[config.mk]
export PLATFORM = sky130hd
export DESIGN_NAME = tmcw_queue
export DESIGN_NICKNAME = d
export VERILOG_FILES = /design/src/sv/tmcw_queue.sv
export SDC_FILE = /design/constraint.sdc
export NUM_CORES = 1
export LEC_CHECK = 0
export BUFFER_PORTS_ARGS = -buffer_cell sky130_fd_sc_hd__buf_2
export CELL_PAD_IN_SITES_DETAIL_PLACEMENT = 1
export CELL_PAD_IN_SITES_GLOBAL_PLACEMENT = 2
export CORE_ASPECT_RATIO = 1.1
export CORE_MARGIN = 4
export CORE_UTILIZATION = 40
export CTS_BUF_LIST = sky130_fd_sc_hd__clkbuf_16
export CTS_CLUSTER_SIZE = 24
export DETAILED_ROUTE_END_ITERATION = 12
export PLACE_DENSITY = 0.92
export SKIP_CTS_REPAIR_TIMING = 1
export SKIP_LAST_GASP = 1
export SYNTH_ARGS = -nofsm -noshare
export SYNTH_HDL_FRONTEND = slang
export SYNTH_SLANG_ARGS = --single-unit
export TNS_END_PERCENT = 30
[constraint.sdc]
create_clock -name clk_i -period 7.15 [get_ports clk_i]
set_input_delay 0.715 -clock clk_i [delete_from_list [all_inputs] [get_ports clk_i]]
set_output_delay 0.715 -clock clk_i [all_outputs]
set_load 0.03 [all_outputs]
[src/sv/tmcw_queue.sv]
// ----------------------------------------------------------------------------
// tmcw_queue
// Short register queue between the front end and the back end.
// ----------------------------------------------------------------------------
module tmcw_queue #(
  parameter int WIDTH = 34,
  parameter int DEPTH = 2
) (
  input  logic             clk_i,
  input  logic             rst_ni,
  input  logic             push_i,
  input  logic [WIDTH-1:0] push_data_i,
  input  logic             pop_i,
  output logic [WIDTH-1:0] head_data_o,
  output logic             valid_o,
  output logic             full_o
);

  localparam int PTR_W = (DEPTH > 1) ? $clog2(DEPTH) : 1;
  localparam int CNT_W = $clog2(DEPTH + 1);

  logic [WIDTH-1:0] entry_q [DEPTH];
  logic [PTR_W-1:0] wr_ptr_q, wr_ptr_d;
  logic [PTR_W-1:0] rd_ptr_q, rd_ptr_d;
  logic [CNT_W-1:0] count_q, count_d;

  assign valid_o     = (count_q != '0);
  assign full_o      = (count_q == CNT_W'(DEPTH));
  assign head_data_o = entry_q[rd_ptr_q];

  // pointer and fill count update
  always_comb begin
    wr_ptr_d = wr_ptr_q;
    rd_ptr_d = rd_ptr_q;
    count_d  = count_q;
    if (push_i) begin
      wr_ptr_d = (wr_ptr_q == PTR_W'(DEPTH - 1)) ? '0 : wr_ptr_q + 1'b1;
    end
    if (pop_i) begin
      rd_ptr_d = (rd_ptr_q == PTR_W'(DEPTH - 1)) ? '0 : rd_ptr_q + 1'b1;
    end
    if (push_i && !pop_i) begin
      count_d = count_q + 1'b1;
    end else if (pop_i && !push_i) begin
      count_d = count_q - 1'b1;
    end
  end

  always_ff @(posedge clk_i or negedge rst_ni) begin
    if (!rst_ni) begin
      wr_ptr_q <= '0;
      rd_ptr_q <= '0;
      count_q  <= '0;
    end else begin
      wr_ptr_q <= wr_ptr_d;
      rd_ptr_q <= rd_ptr_d;
      count_q  <= count_d;
    end
  end

  // entry storage
  always_ff @(posedge clk_i) begin
    if (push_i) begin
      entry_q[wr_ptr_q] <= push_data_i;
    end
  end

endmodule

==> metrics.md <==
| Metric | Value |
|---|---|
| Clk_skew | 6.80 ps |
| Outcome | completed |
| Via-to-Cell Ratio | 4.66 |
| Post-synthesis to final-layout area growth | 24.0% |
| Synthesized netlist net count | 161 |
| Row count | 31 |
| Setup-failing EPs final | 0 |
| Final weighted congestion in routability-driven placement | 0.661 |
| Crit-path max FO | 35 |
| Leakage power total | 1.41 nW |
| Latest clock arrival within the worst-skew pair | 320 ps |
| CTS clock-pin slew for the worst setup and hold paths | 50 ps |
| Dominant delay contributor by cell family on the critical path | flip-flops |
| Number of clock buffers inserted by TritonCTS | 9 |
| Count of cell types in the netlist | 14 |
| Part of the total power dissipated in sequential elements | 42.3% |
| Number of fill cells | 651 |
| H-tree depth reported by CTS | 3 |
| Slew Viols, Final | 0 |
| Post-route clock period utilization | 37.8% |
| Setup WS pre-CTS | 4740 ps |
| Data arrival time at the worst-slack endpoint | 1990 ps |
| Number of design rule violations left after detail routing | 0 |
| Final total negative setup slack | 0 ps |
| Longest Clk Path Bufs | 2 |
| Critical Path Slowest Stage Cell | sky130_fd_sc_hd__dfrtp_2 |
| Crit path cell chain | mux2_2 > buf_2 |
| Clock sink count | 72 |
| Nets | 242 |
| Total of max-cap violations | 0 |
| Fin. Hold Viols | 0 |
| Final routed wire length divided by cell count | 16.9 microns |
| Global-route usage over all layers | 12.9% |
| Buffer and inverter count on the worst path | 1 |
| Fin worst setup slack | 4450 ps |
| Io pins | 74 |
| Y dimension of the die | 95.7 microns |
| GR Overflow Total | 0 |
| Tightest Hold Check Type | in -> async |
| Worst slew margin relative to its limit | 29.8% |
| First-pass GRT wire length | 7730 microns |
| CP Class | reg -> out |
| DIE WIDTH | 87.7 microns |
| Synthesized instance count | 122 |
| DRC violation total after the first TritonRoute iteration | 66 |
| Worst setup EP type | output port |
| Seq cells post-synth | 72 |
| Share of cells above drive strength 1 | 58.7% |
| Core region area | 6670 sq um |
| Transition time at the pin with the least slew margin | 1050 ps |
| Time the final worst path needs with I/O delays and setup | 2700 ps |
| Peak per-stage delay on the critical path | 1060 ps |
| Port Buf Inserts | 73 |
| Detailed Routing Iterations Pass 1 | 4 |
| Floorplan die area | 8390 sq um |
| Achievable Freq | 370 MHz |
| Detailed placement HPWL | 3420 microns |
| Synth Area per Inst | 22.9 sq um |
| Routed Wire Length | 4900 microns |
| Type of origin of the critical path | register |
| Power density of the placed cells | 439 nW/um^2 |
| Starting density of the core | 41.9% |
| Fraction of power spent switching nets | 33.8% |
| Critical Path RT | 6430 ps |
| Via count of the first global-routing pass | 1568 |
| Final antenna-violating net count | 0 |
| Synthesized area | 2790 sq um |
| Most area-hungry cell type in the Yosys netlist | sky130_fd_sc_hd__edfxtp_1 |
| Antenna diodes | 0 |
| RSZ-0062 raised after global routing | false |
| Peak supply drop | 0.198 mV |
| Top cells by area, synth | sky130_fd_sc_hd__edfxtp_1 73%, sky130_fd_sc_hd__mux2_4 16%, sky130_fd_sc_hd__dfrtp_1 3.6% |
| Total via count in the routed design | 1351 |
| Maximum number of pins on one net before global-route repair | 36 |
| Clock network fraction of design power | 24.8% |
| Internal | 1.01 mW |
| Sequential fraction of the synthesis area | 76.7% |
| Part of the total power dissipated in combinational logic | 32.9% |
| Net switching power | 513 uW |
| Clock tree from TritonCTS | yes |
| Share of the synthesized area in the top cell type | 73.1% |
| YS warnings | 0 |
| Number of antenna violations at the first check in global routing | 0 |
| Root Buffer Master | sky130_fd_sc_hd__clkbuf_16 |
[final timing paths]
path | from | slack [ps] | to | depth (start not counted)
worst max-delay path | rd_ptr_q$_DFFE_PN0P_ | 4450 | head_data_o[18] | 2
max in group asynchronous | rst_ni | 6830 | rd_ptr_q$_DFFE_PN0P_ | 1
worst min-delay path | rst_ni | 190 | count_q[0]$_DFFE_PN0P_ | 1
worst max register to register | wr_ptr_q$_DFFE_PN0P_ | 5320 | entry_q[1][20]$_DFFE_PP_ | 2
min in group clk_i | count_q[1]$_DFFE_PN0P_ | 480 | count_q[1]$_DFFE_PN0P_ | 1
worst min register to register | count_q[1]$_DFFE_PN0P_ | 480 | count_q[1]$_DFFE_PN0P_ | 1
[cells by family (layout without fill, tap and decap cells)]
logic type	after synthesis	in the layout	synth area share, %
buffers and inverters	5	91	2.69
flip-flops	72	72	76.7
AND/OR/NAND/NOR	5	5	1.03
multiplexers	34	34	17.6
XOR/XNOR	5	5	1.57
adder cells (fa/ha/maj)	1	1	0.448
[final cells by class]
| cell class | instances | area (sq um) | share of cell area (%) |
|---|---|---|---|
| Clock buffer | 9 | 225 | 6.50 |
| Clock inverter | 7 | 31.3 | 0.903 |
| Inverter | 1 | 3.75 | 0.108 |
| Multi-Input combinational cell | 45 | 584 | 16.9 |
| Sequential cell | 72 | 2140 | 61.9 |
| Tap cell | 82 | 103 | 2.96 |
| Timing Repair Buffer | 74 | 373 | 10.8 |
[stage by stage]
stage               utilization [%]  std cells  hold WS, ps  total power [mW]  area [sq um]
floorplan                         -        122          419              1.06          2790
global placement               48.1        274          480              1.15          3210
detailed placement             48.1        274          482              1.16          3210
CTS                            51.9        290          185              1.54          3460
global route                   51.9        290          182              1.60          3460
finish                         51.9        290          191              1.52          3460
[power groups by stage]
stage,registers (mW),clock network (mW),logic [mW]
CTS,0.647,0.387,0.510
detailed placement,0.654,0,0.509
finish,0.642,0.377,0.500
floorplan,0.592,0,0.467
global placement,0.648,0,0.504
global route,0.656,0.414,0.533
[worst register-to-register path: stages, from the launching register on]
cell                      delay (ps)
sky130_fd_sc_hd__dfrtp_1         410
sky130_fd_sc_hd__and2_1          710
sky130_fd_sc_hd__buf_4           400
[flip-flops by register name, indices dropped and copies added, names as in the netlist]
name and flops:
count_q 2, entry_q 68, rd_ptr_q 1, wr_ptr_q 1
[cells in the final DEF (no fill, tap or decap), types with 3 or more instances in the layout]
cell / n
sky130_fd_sc_hd__mux2_4: 29
sky130_fd_sc_hd__xor2_1: 4
sky130_fd_sc_hd__clkbuf_16: 9
sky130_fd_sc_hd__buf_2: 73
sky130_fd_sc_hd__dfrtp_1: 3
sky130_fd_sc_hd__clkinv_1: 3
sky130_fd_sc_hd__inv_1: 3
sky130_fd_sc_hd__edfxtp_1: 68
sky130_fd_sc_hd__mux2_2: 5
[synth_stat cells]
cell type and number:
sky130_fd_sc_hd__edfxtp_1 68, sky130_fd_sc_hd__mux2_2 5, sky130_fd_sc_hd__mux2_4 29, sky130_fd_sc_hd__nor2b_1 2, sky130_fd_sc_hd__nor2_1 1, sky130_fd_sc_hd__xor2_1 4
sky130_fd_sc_hd__xnor2_1 1, sky130_fd_sc_hd__ha_1 1, sky130_fd_sc_hd__and2_1 1, sky130_fd_sc_hd__dfrtp_1 4, sky130_fd_sc_hd__buf_12 3, sky130_fd_sc_hd__buf_6 1
sky130_fd_sc_hd__inv_1 1, sky130_fd_sc_hd__or2_2 1
[routing by layer]
| layer | wire (microns) | vias up | part of all wire (%) | GRT usage, % |
|---|---|---|---|---|
| met5 | 0 | - | 0 | 0 |
| met4 | 85 | 0 | 1.7 | 5.37 |
| li1 | - | 634 | - | - |
| met2 | 2560 | 47 | 52 | 21.5 |
| met3 | 363 | 8 | 7.4 | 5.10 |
| met1 | 1890 | 662 | 39 | 14.6 |
Note: power is estimated with default switching activity, not from simulation.
