===== config.mk =====
export PLATFORM = sky130hd
export DESIGN_NAME = tmcw_front
export DESIGN_NICKNAME = d
export VERILOG_FILES = /design/src/sv/tmcw_pkg.sv /design/src/sv/tmcw_front.sv
export SDC_FILE = /design/constraint.sdc
export NUM_CORES = 1
export LEC_CHECK = 0
export ABC_AREA = 1
export BUFFER_PORTS_ARGS = -buffer_cell sky130_fd_sc_hd__buf_2
export CORE_MARGIN = 2
export CORE_UTILIZATION = 55
export DETAILED_ROUTE_END_ITERATION = 10
export HOLD_SLACK_MARGIN = 0.06
export PLACE_DENSITY = 0.81
export SKIP_LAST_GASP = 1
export SLEW_MARGIN = 20
export SYNTH_ARGS = -nofsm -noshare
export SYNTH_HDL_FRONTEND = slang
export SYNTH_SLANG_ARGS = --single-unit

===== constraint.sdc =====
create_clock -name clk_i -period 8.6 [get_ports clk_i]
set_clock_uncertainty 0.05 [all_clocks]
set_input_delay 1.29 -clock clk_i [delete_from_list [all_inputs] [get_ports clk_i]]
set_output_delay 1.29 -clock clk_i [all_outputs]
set_load 0.005 [all_outputs]

===== src/sv/tmcw_pkg.sv =====
// ----------------------------------------------------------------------------
// tmcw_pkg
// Shared types and constants for the text-mode console writer.
// ----------------------------------------------------------------------------
package tmcw_pkg;

  // field widths on the stream ports
  localparam int CHAR_CODE_W  = 9;
  localparam int CELL_INDEX_W = 11;
  localparam int CURSOR_W     = 11;
  localparam int CELL_W       = 16;
  localparam int ATTR_W       = 8;
  localparam int IN_TDATA_W   = 24;
  localparam int OUT_TDATA_W  = 32;

  // register reset and character codes
  localparam logic [ATTR_W-1:0]      ATTR_RESET     = 8'h07;
  localparam logic [CHAR_CODE_W-1:0] CODE_NEWLINE   = 9'd10;
  localparam logic [CHAR_CODE_W-1:0] CODE_BACKSPACE = 9'd256;
  localparam logic [7:0]             CHAR_SPACE     = 8'h20;

  // item kind carried on tuser
  typedef enum logic {
    OP_PUT  = 1'b0,
    OP_READ = 1'b1
  } tmcw_op_e;

  // command fields passed from the front end to the back end
  typedef struct packed {
    logic       is_read;
    logic       rd_ok;
    logic       wr_char;
    logic       scroll;
    logic [7:0] char_byte;
  } tmcw_cmd_t;

endpackage


===== src/sv/tmcw_front.sv =====
// ----------------------------------------------------------------------------
// tmcw_front
// Accepts items, keeps the cursor and turns each item into a back-end command.
// ----------------------------------------------------------------------------
module tmcw_front #(
  parameter int COLUMNS     = 80,
  parameter int SCROLL_ROWS = 24
) (
  input  logic                                clk_i,
  input  logic                                rst_ni,
  input  logic                                in_valid_i,
  output logic                                in_ready_o,
  input  logic                                opcode_i,
  input  logic [tmcw_pkg::CHAR_CODE_W-1:0]    char_code_i,
  input  logic [tmcw_pkg::CELL_INDEX_W-1:0]   cell_index_i,
  input  logic                                init_done_i,
  input  logic                                q_full_i,
  output logic                                q_push_o,
  output logic [$bits(tmcw_pkg::tmcw_cmd_t)
                + 2*$clog2(SCROLL_ROWS*COLUMNS)-1:0] q_data_o
);

  import tmcw_pkg::*;

  localparam int SCROLL_LIMIT = SCROLL_ROWS * COLUMNS;
  localparam int ADDR_W       = $clog2(SCROLL_LIMIT);
  localparam int CUR_W        = $clog2(SCROLL_LIMIT + 1);
  localparam int COL_W        = $clog2(COLUMNS);

  logic [ADDR_W-1:0] cursor_q, cursor_d;
  logic [COL_W-1:0]  col_q, col_d;
  logic [CUR_W-1:0]  moved;
  logic              accept;
  tmcw_cmd_t         cmd;
  logic [ADDR_W-1:0] addr;

  assign in_ready_o = init_done_i && !q_full_i;
  assign accept     = in_valid_i && in_ready_o;
  assign q_push_o   = accept;

  // classify the item and move the cursor
  always_comb begin
    moved         = CUR_W'(cursor_q);
    col_d         = col_q;
    cmd.is_read   = (tmcw_op_e'(opcode_i) == OP_READ);
    cmd.rd_ok     = (32'(cell_index_i) < 32'(SCROLL_LIMIT));
    cmd.wr_char   = 1'b0;
    cmd.scroll    = 1'b0;
    cmd.char_byte = char_code_i[7:0];
    priority if (char_code_i == CODE_NEWLINE) begin
      moved = CUR_W'(cursor_q) + CUR_W'(COLUMNS) - CUR_W'(col_q);
      col_d = '0;
    end else if (char_code_i == CODE_BACKSPACE) begin
      if (cursor_q != '0) begin
        moved = CUR_W'(cursor_q) - 1'b1;
        col_d = (col_q == '0) ? COL_W'(COLUMNS - 1) : col_q - 1'b1;
      end
    end else begin
      moved       = CUR_W'(cursor_q) + 1'b1;
      col_d       = (col_q == COL_W'(COLUMNS - 1)) ? '0 : col_q + 1'b1;
      cmd.wr_char = 1'b1;
    end
    // reaching the scroll row pulls the cursor back one row
    cmd.scroll = (moved == CUR_W'(SCROLL_LIMIT));
    cursor_d   = cmd.scroll ? ADDR_W'(moved - CUR_W'(COLUMNS)) : ADDR_W'(moved);
    if (cmd.is_read) begin
      cmd.wr_char = 1'b0;
      cmd.scroll  = 1'b0;
      cursor_d    = cursor_q;
      col_d       = col_q;
    end
    addr = cmd.is_read ? ADDR_W'(cell_index_i) : cursor_q;
  end

  assign q_data_o = {cmd, addr, cursor_d};

  always_ff @(posedge clk_i or negedge rst_ni) begin
    if (!rst_ni) begin
      cursor_q <= '0;
      col_q    <= '0;
    end else if (accept) begin
      cursor_q <= cursor_d;
      col_q    <= col_d;
    end
  end

endmodule


==> impl_summary.txt, run 1 <==
----------------------------------------------------
[Critical path]
  Depth of the worst register-to-register path ... 18
  Critical path data arrival time ... between 3 and 4 ns
  Flop-to-flop setup slack ... just over 5 ns
  Required time at the worst-slack endpoint ... 7.26 ns
  CP Capture Type ... output pin
  End of the worst register-to-register path ... cursor_q[5]
  Worst setup path category ... in -> out
  Critical path launch point type ... primary input
  Startpoint of the most critical register-to-register path ... cursor_q[0]
  Highest fanout seen on the critical path ... 13

[Synth]
  Fraction of the yosys area taken by sequential cells ... between 10% and 20%
  Post-Synth Simple-Gate Area ... 41.4%
  Number of flops mapped to enable cells by yosys ... 0
  Largest cells by area after synthesis ... sky130_fd_sc_hd__nand2_1, sky130_fd_sc_hd__dfrtp_1, sky130_fd_sc_hd__ha_1
  Number of synthesized register bits ... 18
  Post-Syn Area per Cell ... about 6 sq um
  Number of unique standard cell types used by synthesis ... 35
  Area fraction in compound gates after synthesis ... between 10% and 20%
  Main combinational cell family by area after synthesis ... simple AND/OR/NAND/NOR gates
  Cell taking the most area after synthesis ... sky130_fd_sc_hd__nand2_1
  Share of synthesized registers carrying an async set or reset ... 100%
  XOR/XNOR share of the synthesized area ... between 3 and 4%
  Adder-Cell Fraction of Synth Area ... about an eighth
  Number of standard cells after synthesis ... between 400 and 500
  Net count of the mapped netlist ... 520
  Most used flip-flop cell after synthesis ... sky130_fd_sc_hd__dfrtp_1
  Area share of the largest cell type after synthesis ... 16.9%
  Post-synthesis cell area ... around 2900 sq um
  Total of warnings raised by yosys ... 0
  Portion of netlist area occupied by mux cells ... 0%

[Clock tree]
  Clock tree from TritonCTS ... built
  Clock network latency to the later pin of the worst-skew pair ... about 0.27 ns
  Post-CTS Setup Repair Bufs ... 0
  Number of buffers created by CTS ... 3
  CTS H-tree lvls ... 1
  Count of cells resized by post-cts repair ... 0
  Register clock-pin slew on the reported worst setup and hold paths ... roughly 0.080 ns
  Hold buffers post-CTS ... 0
  Number of buffers on the longest clock path ... 2
  Clock Sink Count ... 18
  Clock Tree Root ... sky130_fd_sc_hd__clkbuf_8

[Run]
  Maximum Capacitance Violations ... 0

[Pwr]
  Combinational share of power ... between 60 and 70%
  Psw ... around 0.0004 W
  Power density over cell area ... 241 nW/um^2
  Internal power ... between 0.0003 and 0.0004 W
  Static leakage ... ~1.7 nW
  Peak VDD IR ... 0.161 mV
  Fraction of power consumed by the clock network ... around a tenth
  Net switching fraction of the power ... 53.6%
  Relative contribution of sequential cells to total power ... 21.5%

[Timing]
  Final period utilization ... 60.1%
  Number of hold-slack violations in the final timing report ... 0
  Setup-failing EPs final ... 0
  Post-Route Setup TNS ... 0 ns
  RSZ-0062 raised after global routing ... no
  Actual transition at the worst max-transition pin ... around 0.7 ns
  Final Slew Violations ... 0
  Smallest hold slack ... around 0.6 ns
  Worst max-slew margin expressed relative to the limit ... 54.1%
  Post-layout min period ... around 5.2 ns
  Highest attainable clock frequency ... 0.193 GHz

[Die]
  Area of the die ... 5790 sq um
  Number of ports placed on the die boundary ... between 60 and 70
  Height of the die ... ~76 microns
  Floorplan die width ... around 76 microns
  Initial core utilization ... about 56%
  Number of placement rows ... 26
  CORE AREA ... 5070 sq um

[Global route]
  Remaining global-route overflow ... 0
  First-pass GRT wire length ... 13500 microns
  Global-route usage over all layers ... roughly 28%
  Via count of the first global-routing pass ... slightly below 3000
  Initial antenna violation count ... 0
  Maximum number of pins on one net before global-route repair ... 39

[Route]
  Final wirelength ... 7990 microns
  Antenna Nets Post-Route ... 0
  Drt wl/cell ... 13.8 microns
  Number of vias per cell after detailed routing ... between 5 and 6
  Number of detailed-route iterations in the first pass ... 5
  Overall via count from detail_route ... approximately 3300
  Violation count after the first detailed-route iteration ... about 290
  Number of remaining DRC errors ... 0

[Place]
  Port Buffer Count ... 61
  Standard cell area after detailed placement ... between 3000 and 4000 sq um
  Gpl congestion ... between 0.9 and 1
  Half-perimeter wire length after placement ... ~6300 microns

[Layout]
  Post-Layout Inst Area ... approximately 3200 sq um
  Top library cells by usage in the layout, fill and taps aside ... sky130_fd_sc_hd__nand2_1, sky130_fd_sc_hd__buf_2, sky130_fd_sc_hd__inv_1
  Final Net Count ... about 570
  # fillers ... around 510
  Area Overhead vs Synth ... 10.6%
  Ratio of cells with drive above 1 in the final layout ... a little under a fifth
  Most common cell after layout, fill and taps aside ... sky130_fd_sc_hd__nand2_1
  Number of antenna diodes ... 0
  Sequential cell area ... 450 sq um
  Total area of multi-input combinational cells ... slightly above 2000 sq um

[Status]
  Outcome ... finished clean

[Worst hold path]
  Min-Delay Path Depth ... 2
  Hold Crit Class ... reg -> reg
  End of the worst hold path ... cursor_q[6]
  Hold wc startpoint ... cursor_q[6]

----------------------------------------------------
-- registers in the layout (all words and copies together), names as in the netlist --
register  count
cursor_q     11
col_q         7
-- cells in the mapped netlist, drive strengths merged (3+ instances only) --
cell / count
a21oi: 15
buf: 15
clkbuf: 6
dfrtp: 18
ha: 27
inv: 59
nand2: 131
nand3: 55
nand4: 10
nor2: 44
nor3: 11
nor4: 3
o21ai: 41
o22ai: 11
xnor2: 3
xor2: 10
-- worst max-delay path: stages --
cell,delay (ns)
sky130_fd_sc_hd__buf_2,0.13
sky130_fd_sc_hd__nor2_2,0.16
sky130_fd_sc_hd__nand3_2,0.11
sky130_fd_sc_hd__nor2_4,0.30
sky130_fd_sc_hd__o22ai_1,0.14
sky130_fd_sc_hd__or2_2,0.29
sky130_fd_sc_hd__nand2_1,0.06
sky130_fd_sc_hd__o21ai_0,0.11
sky130_fd_sc_hd__inv_1,0.13
sky130_fd_sc_hd__ha_1,0.15
sky130_fd_sc_hd__inv_1,0.05
sky130_fd_sc_hd__nor3_2,0.23
sky130_fd_sc_hd__nand3_2,0.13
sky130_fd_sc_hd__nor2_4,0.14
sky130_fd_sc_hd__nand2_2,0.08
sky130_fd_sc_hd__nand2_1,0.08
sky130_fd_sc_hd__nand3_1,0.07
sky130_fd_sc_hd__nand2_1,0.07
sky130_fd_sc_hd__buf_2,0.10
-- layer usage --
layer	vias to the layer above	GRT usage (%)	part of all wire, %
met2	159	45.2	45
li1	1615	-	-
met3	24	3.20	7.4
met4	0	10.5	2.5
met5	-	0	0
met1	1464	39.2	45
-- final cells by class --
cell class,count,area share (%)
clock buffer,4,1.74
inverter,59,7.00
multi-input combinational,368,64.6
sequential,18,14.2
tap,70,2.77
timing repair buffer,61,9.66
-- through the flow --
| step | power, W | worst slack (ns) | cells | util (%) |
|---|---|---|---|---|
| after floorplan | 0.000547 | 4.01 | 466 | - |
| after global placement | 0.000661 | 3.56 | 576 | 61.2 |
| after detailed placement | 0.000670 | 3.48 | 576 | 61.2 |
| after CTS | 0.000748 | 3.45 | 580 | 62.3 |
| after global routing | 0.000833 | 3.10 | 580 | 62.3 |
| final | 0.000763 | 3.43 | 580 | 62.3 |
-- kinds of logic after synthesis --
logic type	after synthesis
and+or+nand+nor	256
xor gates and xnor gates	13
buffers and inverters	80
adders and majority gates	28
DFF	18
AOI/OAI and AO/OA	71
-- power by group through the flow --
stage	clock network, W	logic [W]	registers (W)
floorplan	0	0.000412	0.000136
global placement	0	0.000499	0.000162
detailed placement	0	0.000506	0.000164
CTS	0.0000737	0.000513	0.000162
global route	0.0000769	0.000588	0.000169
finish	0.0000747	0.000524	0.000164
-- how the worst max path moves through the flow --
stage                        start          end  slack [ns]  cells past startpoint
floorplan           char_code_i[5]  q_data_o[5]        4.01                     18
global placement    char_code_i[5]  q_data_o[5]        3.56                     19
detailed placement  char_code_i[2]  q_data_o[5]        3.48                     19
CTS                 char_code_i[2]  q_data_o[5]        3.45                     19
global route        char_code_i[2]  q_data_o[4]        3.10                     19
finish              char_code_i[2]  q_data_o[5]        3.43                     19
Note: power is estimated with default switching activity, not from simulation.
==> inputs of run 2 (changes only) <==
--- a/config.mk
+++ b/config.mk
@@ -5,7 +5,7 @@
 export SDC_FILE = /design/constraint.sdc
 export NUM_CORES = 1
 export LEC_CHECK = 0
-export ABC_AREA = 1
+export ABC_AREA = 0
 export BUFFER_PORTS_ARGS = -buffer_cell sky130_fd_sc_hd__buf_2
 export CORE_MARGIN = 2
 export CORE_UTILIZATION = 55
==> constraint.sdc (replaced) <==
create_clock -name clk_i -period 5.1 [get_ports clk_i]
set_clock_uncertainty 0.05 [all_clocks]
set_input_delay 0.765 -clock clk_i [delete_from_list [all_inputs] [get_ports clk_i]]
set_output_delay 0.765 -clock clk_i [all_outputs]
set_load 0.005 [all_outputs]
==> run 2 against run 1 <==
Clock power rose by 45%. Clock-buffer cell count fell by 1. Area after synthesis fell by 7.0%. Highest routed layer unchanged. Hold slack got worse by 0.21 ns.
==> impl_summary.txt, run 2 <==
----------------------------------------------------
[Global route]
  Via count of the first global-routing pass ... 2336
  Routing usage on met2 ... between 40 and 50%
  Remaining global-route overflow ... 0
  Maximum number of pins on one net before global-route repair ... between 40 and 50
  Routing usage on met1 ... a little over a third
  Met3 global-route usage ... 2.06%
  Global-route usage over all layers ... 25.6%
  First-pass GRT wire length ... roughly 11000 microns
  Busiest metal layer after global routing ... met2
  Initial antenna violation count ... 0

[Route]
  Number of remaining DRC errors ... 0
  Number of vias per cell after detailed routing ... between 6 and 7
  Final wirelength ... 6710 microns
  Number of detailed-route iterations in the first pass ... 5
  Drt wl/cell ... approximately 15 microns
  Violation count after the first detailed-route iteration ... 127
  Overall via count from detail_route ... between 2000 and 3000
  Antenna Nets Post-Route ... 0

[Synth]
  Number of unique standard cell types used by synthesis ... 58
  Most frequent cells after synthesis ... sky130_fd_sc_hd__nand2_1, sky130_fd_sc_hd__o21ai_0, sky130_fd_sc_hd__ha_1
  Number of standard cells after synthesis ... around 350
  Adder-Cell Fraction of Synth Area ... a little over an eighth
  Largest cells by area after synthesis ... sky130_fd_sc_hd__dfrtp_1, sky130_fd_sc_hd__ha_1, sky130_fd_sc_hd__nand2_1
  Area fraction in compound gates after synthesis ... 23.4%
  Number of flops mapped to enable cells by yosys ... 0
  Most used flip-flop cell after synthesis ... sky130_fd_sc_hd__dfrtp_1
  Main combinational cell family by area after synthesis ... simple AND/OR/NAND/NOR gates
  Portion of netlist area occupied by mux cells ... ~6.3%
  Area share of the largest cell type after synthesis ... approximately 17%
  Cell taking the most area after synthesis ... sky130_fd_sc_hd__dfrtp_1
  XOR/XNOR share of the synthesized area ... between 4 and 5%
  Most numerous cell in the Yosys netlist ... sky130_fd_sc_hd__nand2_1
  Total of warnings raised by yosys ... 0
  Post-Syn Area per Cell ... between 7 and 8 sq um
  Number of synthesized register bits ... 18
  Share of synthesized registers carrying an async set or reset ... 100%
  Net count of the mapped netlist ... approximately 400
  Post-Synth Simple-Gate Area ... a little over a quarter
  Fraction of the yosys area taken by sequential cells ... between 15 and 20%
  Post-synthesis cell area ... about 2700 sq um

[Timing]
  Post-layout min period ... 4.84 ns
  Actual transition at the worst max-transition pin ... about 0.71 ns
  Final period utilization ... a little over nine tenths
  Highest attainable clock frequency ... between 0.2 and 0.25 GHz
  Number of hold-slack violations in the final timing report ... 0
  Final Slew Violations ... 0
  RSZ-0062 raised after global routing ... no
  Post-Route Setup TNS ... 0 ns
  Worst max-slew margin expressed relative to the limit ... between 50% and 60%
  Setup-failing EPs final ... 0

[Worst hold path]
  Hold Crit Class ... in -> async

[Pwr]
  Power density over cell area ... between 300 and 400 nW/um^2
  Static leakage ... 1.33 nW
  Peak VDD IR ... ~0.24 mV

[Clock tree]
  Clock tree from TritonCTS ... built
  Number of buffers on the longest clock path ... 2
  Register clock-pin slew on the reported worst setup and hold paths ... around 0.08 ns
  Post-CTS Setup Repair Bufs ... 0
  CTS H-tree lvls ... 1
  Number of buffers created by CTS ... 3
  Clock Tree Root ... sky130_fd_sc_hd__clkbuf_8
  Clock network latency to the later pin of the worst-skew pair ... 0.26 ns
  Clock Sink Count ... 18

[Place]
  Port Buffer Count ... 61
  Gpl congestion ... ~0.96
  Standard cell area after detailed placement ... about 2900 sq um
  Half-perimeter wire length after placement ... approximately 5300 microns

[Layout]
  Area Overhead vs Synth ... 11.9%
  Most common cell after layout, fill and taps aside ... sky130_fd_sc_hd__buf_2
  Final Net Count ... approximately 450
  Number of flip-flops under the largest register name ... 11
  Post-Layout Inst Area ... 2980 sq um
  Biggest register ... cursor_q
  Ratio of cells with drive above 1 in the final layout ... 22.6%
  Largest registers ... cursor_q: 11 flops, col_q: 7 flops
  Number of antenna diodes ... 0
  Top library cells by usage in the layout, fill and taps aside ... sky130_fd_sc_hd__buf_2, sky130_fd_sc_hd__nand2_1, sky130_fd_sc_hd__o21ai_0

[Die]
  Number of placement rows ... 25
  CORE AREA ... between 4000 and 5000 sq um
  Height of the die ... about 74 microns
  Floorplan die width ... between 70 and 80 microns
  Area of the die ... 5410 sq um
  Number of ports placed on the die boundary ... between 60 and 70
  Initial core utilization ... a little under three fifths

[Critical path]
  Critical path launch point type ... register
  CP Capture Type ... output pin
  Highest fanout seen on the critical path ... 7
  Critical path data arrival time ... around 4 ns
  Required time at the worst-slack endpoint ... 4.28 ns
  Worst setup path category ... reg -> out

[Run]
  Maximum Capacitance Violations ... 0

[Status]
  Outcome ... finished clean

----------------------------------------------------
-- run 2: changes by cell type in the layout (fill, tap and decap cells not counted), moves of 8 or more --
| cell | previous run | this run |
|---|---|---|
| sky130_fd_sc_hd__o31ai_1 | 0 | 13 |
| sky130_fd_sc_hd__o22ai_1 | 11 | 0 |
| sky130_fd_sc_hd__and3_1 | 0 | 8 |
| sky130_fd_sc_hd__nand2_1 | 129 | 40 |
| sky130_fd_sc_hd__inv_1 | 52 | 20 |
| sky130_fd_sc_hd__nor2_1 | 34 | 24 |
| sky130_fd_sc_hd__xnor2_1 | 3 | 14 |
| sky130_fd_sc_hd__xor2_1 | 10 | 1 |
| sky130_fd_sc_hd__o21ai_0 | 39 | 28 |
| sky130_fd_sc_hd__nand3_1 | 49 | 8 |
| sky130_fd_sc_hd__mux2i_1 | 0 | 9 |
-- run 2: worst paths after layout --
| kind | startpoint | end | slack [ns] | depth (start not counted) |
|---|---|---|---|---|
| setup / recovery | col_q[1] | q_data_o[5] | 0.26 | 15 |
| hold / removal | rst_ni | col_q[0] | 0.38 | 1 |
| setup reg to reg | col_q[1] | cursor_q[4] | 1.32 | 14 |
| hold reg to reg | col_q[1] | col_q[1] | 0.52 | 2 |
| max in group asynchronous | rst_ni | col_q[1] | 4.30 | 1 |
| min in group clk_i | col_q[1] | col_q[1] | 0.52 | 2 |
-- run 2: report_power, final --
part / internal, W / switching (W) / total (W)
Clock: 0.0000528 / 0.0000553 / 0.000108
Sequential: 0.000170 / 0.0000593 / 0.000229
Combinational: 0.000260 / 0.000311 / 0.000571
Total: 0.000483 / 0.000425 / 0.000908
-- run 2: cell type report --
| type | instances | area [sq um] |
|---|---|---|
| well taps | 54 | 67.6 |
| flip-flops and latches | 18 | 452 |
| fillers | 416 | 1720 |
| repair buffers | 66 | 343 |
| clock buffers | 3 | 41.3 |
| multi-input cells | 282 | 1990 |
| inverters | 21 | 78.8 |
-- run 2: repair_timing --
action	in CTS	in global routing
resized for setup	0	2
hold buffers	0	0
endpoints found under the setup margin	0	3
endpoints found under the hold margin	0	0
-- run 2: routing by layer --
layer / wire length, microns / share of wire, % / vias to the layer above
li1: - / - / 1342
met1: 3030 / 45 / 1266
met2: 3200 / 48 / 96
met3: 419 / 6.2 / 10
met4: 60 / 0.89 / 0
met5: 0 / 0 / -
-- run 2: metrics by stage --
step / utilization [%] / worst slack, ns / hold slack (ns) / cells / power (W)
after global placement: 62.5 / 0.538 / 0.505 / 441 / 0.000785
after global routing: 63.4 / 0.0435 / 0.415 / 444 / 0.000989
after CTS: 63.4 / 0.244 / 0.399 / 444 / 0.000900
after detailed placement: 62.5 / 0.453 / 0.534 / 441 / 0.000790
after floorplan: - / 0.717 / 0.419 / 348 / 0.000635
final: 63.4 / 0.262 / 0.378 / 444 / 0.000908
-- run 2: critical path, cell delays in order, from the launching register on --
cell and delay [ns]:
sky130_fd_sc_hd__dfrtp_2 0.42, sky130_fd_sc_hd__inv_1 0.08, sky130_fd_sc_hd__ha_1 0.28, sky130_fd_sc_hd__ha_1 0.23, sky130_fd_sc_hd__fa_1 0.41, sky130_fd_sc_hd__a21o_1 0.20, sky130_fd_sc_hd__a21oi_1 0.17, sky130_fd_sc_hd__xnor2_1 0.10
sky130_fd_sc_hd__mux2i_1 0.27, sky130_fd_sc_hd__ha_1 0.22, sky130_fd_sc_hd__o211ai_1 0.14, sky130_fd_sc_hd__a2111oi_4 0.36, sky130_fd_sc_hd__nand4bb_1 0.19, sky130_fd_sc_hd__o31a_1 0.30, sky130_fd_sc_hd__o31ai_1 0.23, sky130_fd_sc_hd__buf_2 0.15
-- run 2: cells by family after synthesis --
group	after synthesis
adder cells (fa/ha/maj)	28
AO/OA/AOI/OAI	93
buffers and inverters	48
XOR/XNOR	15
AND/OR/NAND/NOR	130
multiplexers	16
flip-flops	18
